<file path="config.mk">
export PLATFORM = sky130hd
export DESIGN_NAME = nbs_mul
export DESIGN_NICKNAME = d
export VERILOG_FILES = /design/src/nbs_mul.sv
export SDC_FILE = /design/constraint.sdc
export NUM_CORES = 2
export LEC_CHECK = 0
export BUFFER_PORTS_ARGS = -buffer_cell sky130_fd_sc_hd__buf_2
export CAP_MARGIN = 20
export CORE_MARGIN = 4
export CORE_UTILIZATION = 30
export CTS_CLUSTER_SIZE = 40
export DETAILED_ROUTE_END_ITERATION = 10
export GPL_TIMING_DRIVEN = 0
export PLACE_DENSITY = 0.47
export SLEW_MARGIN = 30
export SYNTH_ARGS = -nofsm -noshare
export SYNTH_HDL_FRONTEND = slang
export SYNTH_SLANG_ARGS = --single-unit
</file>
<file path="constraint.sdc">
create_clock -name clk_i -period 17.6 [get_ports clk_i]
set_clock_uncertainty 0.05 [all_clocks]
set_input_delay 1.76 -clock clk_i [delete_from_list [all_inputs] [get_ports clk_i]]
set_output_delay 1.76 -clock clk_i [all_outputs]
set_load 0.005 [all_outputs]
</file>
<file path="src/nbs_mul.sv">
// ----------------------------------------------------------------------------
// nbs_mul
// shared unsigned 33x33 multiplier with registered product
// ----------------------------------------------------------------------------
module nbs_mul (
  input  logic        clk_i,
  input  logic [32:0] a_i,
  input  logic [32:0] b_i,
  output logic [65:0] p_o
);

  always_ff @(posedge clk_i) begin
    p_o <= 66'(a_i) * 66'(b_i);
  end

endmodule

</file>
==> reports/qor.txt <==
Max H-tree Level: 3
Data arrival, critical path: 10,770 ps
Final min period: 10,580 ps
CTS Buffer Depth: 2
Largest reg by FF count: p_o
Worst rel slew slack: 25.1%
Worst hold path class: in -> reg
Async SR Flop Fraction: 0%
Most common cell after layout, fill and taps aside: inv_1
CTS tree: yes
Row cnt: 127
RSZ-0062 raised after global routing: no
Mapped Cells: 4,048
Initial antenna violation count: 31
Die Width: 357 um
Maxcap violations: 0
Top layer in use: met5
Cts bufs inserted: 9
Top flop regs: p_o (66)
Post-CTS Setup Inserts: 0
Number of synthesized flops with an enable pin: 0
Via density: 4.79
Worst-margin pin slew: 1120 ps
WL met2: 67,300 um
M1 WL: 60,400 um
Synth top area cells: fa_1 (52%), inv_1 (11%), and2_1 (9.8%), ha_1 (9.1%), nand2_1 (5.8%)
CP Data Required Time: 17,790 ps
Core ar.: 121,000 um2
Per-cell routed wire length: 25.0 um
Setup TNS: 0 ps
DRT iter0 DRCs: 2,102
Clock Sink Count: 66
Final hold vios: 0
Grt total ovfl: 0
Area Overhead vs Synth: 8.37%
Layout cells sized above 1: 4.29%
Max reg flops: 66
Setup CP Type: in -> reg
Synth cell types: 57
Routability cong.: 0.954
Post-layout util: 32.9%
Largest net degree at the start of global routing: 14
Synth area leader: fa_1
FMAX: 0.0945 GHz
Synth Register Bits: 66
Starting Density: 30.4%
Total GRT Usage: 23.1%
Synthesized area per cell: 9.04 um2
Synth warnings: 0
Global-route wire length before repair: 210,000 um
PortBufs: 132
Footprint of the multi-input gates: 30,600 um2
Chip height: 357 um
Vias in the first global route: 30,100
Leading cell types in the layout, fill and taps excluded: inv_1 (1,048), fa_1 (958), and2_1 (574), nand2_1 (567), ha_1 (265)
Fillers: 12,900
Final slew viol count: 0
Part of the cycle the worst path needs: 60.1%
DRC: 0
Synth Net Count: 5,338
Clock-pin slew on the worst setup and hold paths: 60 ps
CP startpoint kind: input pin
Crit path capture type: register
Routed Antenna Nets: 0
Synth top area share: 52.4%
Most used DFF post-synth: dfxtp_1
Sequential cell area fraction in the yosys report: 3.61%
Crit Path Max Fanout: 10
DR pass1 iterations: 5
Ports: 133
Hold_buf cts: 0
Post-Route WL: 146,000 um
Synth Cell Area: 36,600 um2
Register Area: 1320 um2
Hpwl dp: 123,000 um
PostCTS Resize Cnt: 0
Clk root buf: clkbuf_16
Via count: 27,900
Die Area: 128,000 um2
Final setup violation count: 0
Final nets: 5,484
Status: finished, final reports clean
Met3 Routed Length: 10,200 um
path summary, 6_finish.rpt:
kind | startpoint | end | slack, ps | cells after the start
setup / recovery | b_i[24] | p_o[64] | 7020 | 25
hold / removal | b_i[0] | p_o[0] | 1670 | 2
Yosys cell counts, types with 3 or more instances:
cell type / count
inv_1: 1048
fa_1: 958
and2_1: 574
nand2_1: 567
ha_1: 265
clkbuf_1: 209
a21oi_1: 73
dfxtp_1: 66
xnor2_1: 41
nor2_1: 33
a21o_1: 31
xor2_1: 24
o21ai_1: 23
nand4_1: 16
o21ai_0: 15
nand3_1: 10
o21bai_1: 8
and3_1: 7
o21a_1: 7
a31oi_1: 6
nor2b_1: 6
a211oi_1: 5
and4_1: 4
nor3_1: 4
a21boi_1: 3
o31ai_1: 3
layer usage:
layer  track usage, %  vias to the layer above
li1                 -                    11900
met1             30.3                    14700
met2             37.5                     1046
met3             4.41                      223
met4             9.76                        2
met5                0                        -
stage by stage:
step / instances / area, um2 / setup WS, ps / hold WS [ps]
finish: 5821 / 39700 / 7020 / 1670
global route: 5813 / 39600 / 6690 / 1680
CTS: 5810 / 39600 / 7080 / 1650
detailed placement: 5794 / 39300 / 6690 / 2060
global placement: 5792 / 39300 / 6680 / 2060
floorplan: 4048 / 36600 / 8690 / 1840
cell type report:
cell class,count,area share [%]
clock inverters,7,0.192
well taps,1612,5.08
inverters,1049,9.93
flip-flops and latches,66,3.33
multi-input cells,2722,77.0
plain buffers,211,2.07
repair buffers,135,1.75
clock buffers,9,0.568
diodes,10,0.0631
cells by family (layout without fill, tap and decap cells):
logic type	count (synthesis)	after routing	share of synthesized area [%]
flops	66	66	3.61
simple gates	1233	1233	17.0
compound gates	201	201	3.45
other cells	0	10	0
fa+ha+maj	1223	1223	61.5
buf+inv	1260	1411	12.9
xor+xnor	65	65	1.56
critical path, cell delays in order:
cell and delay [ps]:
buf_2 390, clkbuf_1 860, nand2_1 260, fa_1 600
inv_1 60, fa_1 410, fa_1 470, fa_1 460
fa_1 590, fa_1 440, fa_1 520, inv_1 60
fa_1 470, inv_1 40, ha_1 370, nand2_1 240
nor4b_1 780, and4_1 280, a32o_1 380, o21ai_1 160
nand2_1 160, a21oi_1 120, and3b_1 240, o41ai_1 490
xor2_1 120
Power is not shown: default switching activity piles up to over one toggle a cycle in this logic, so the estimate is an artifact.
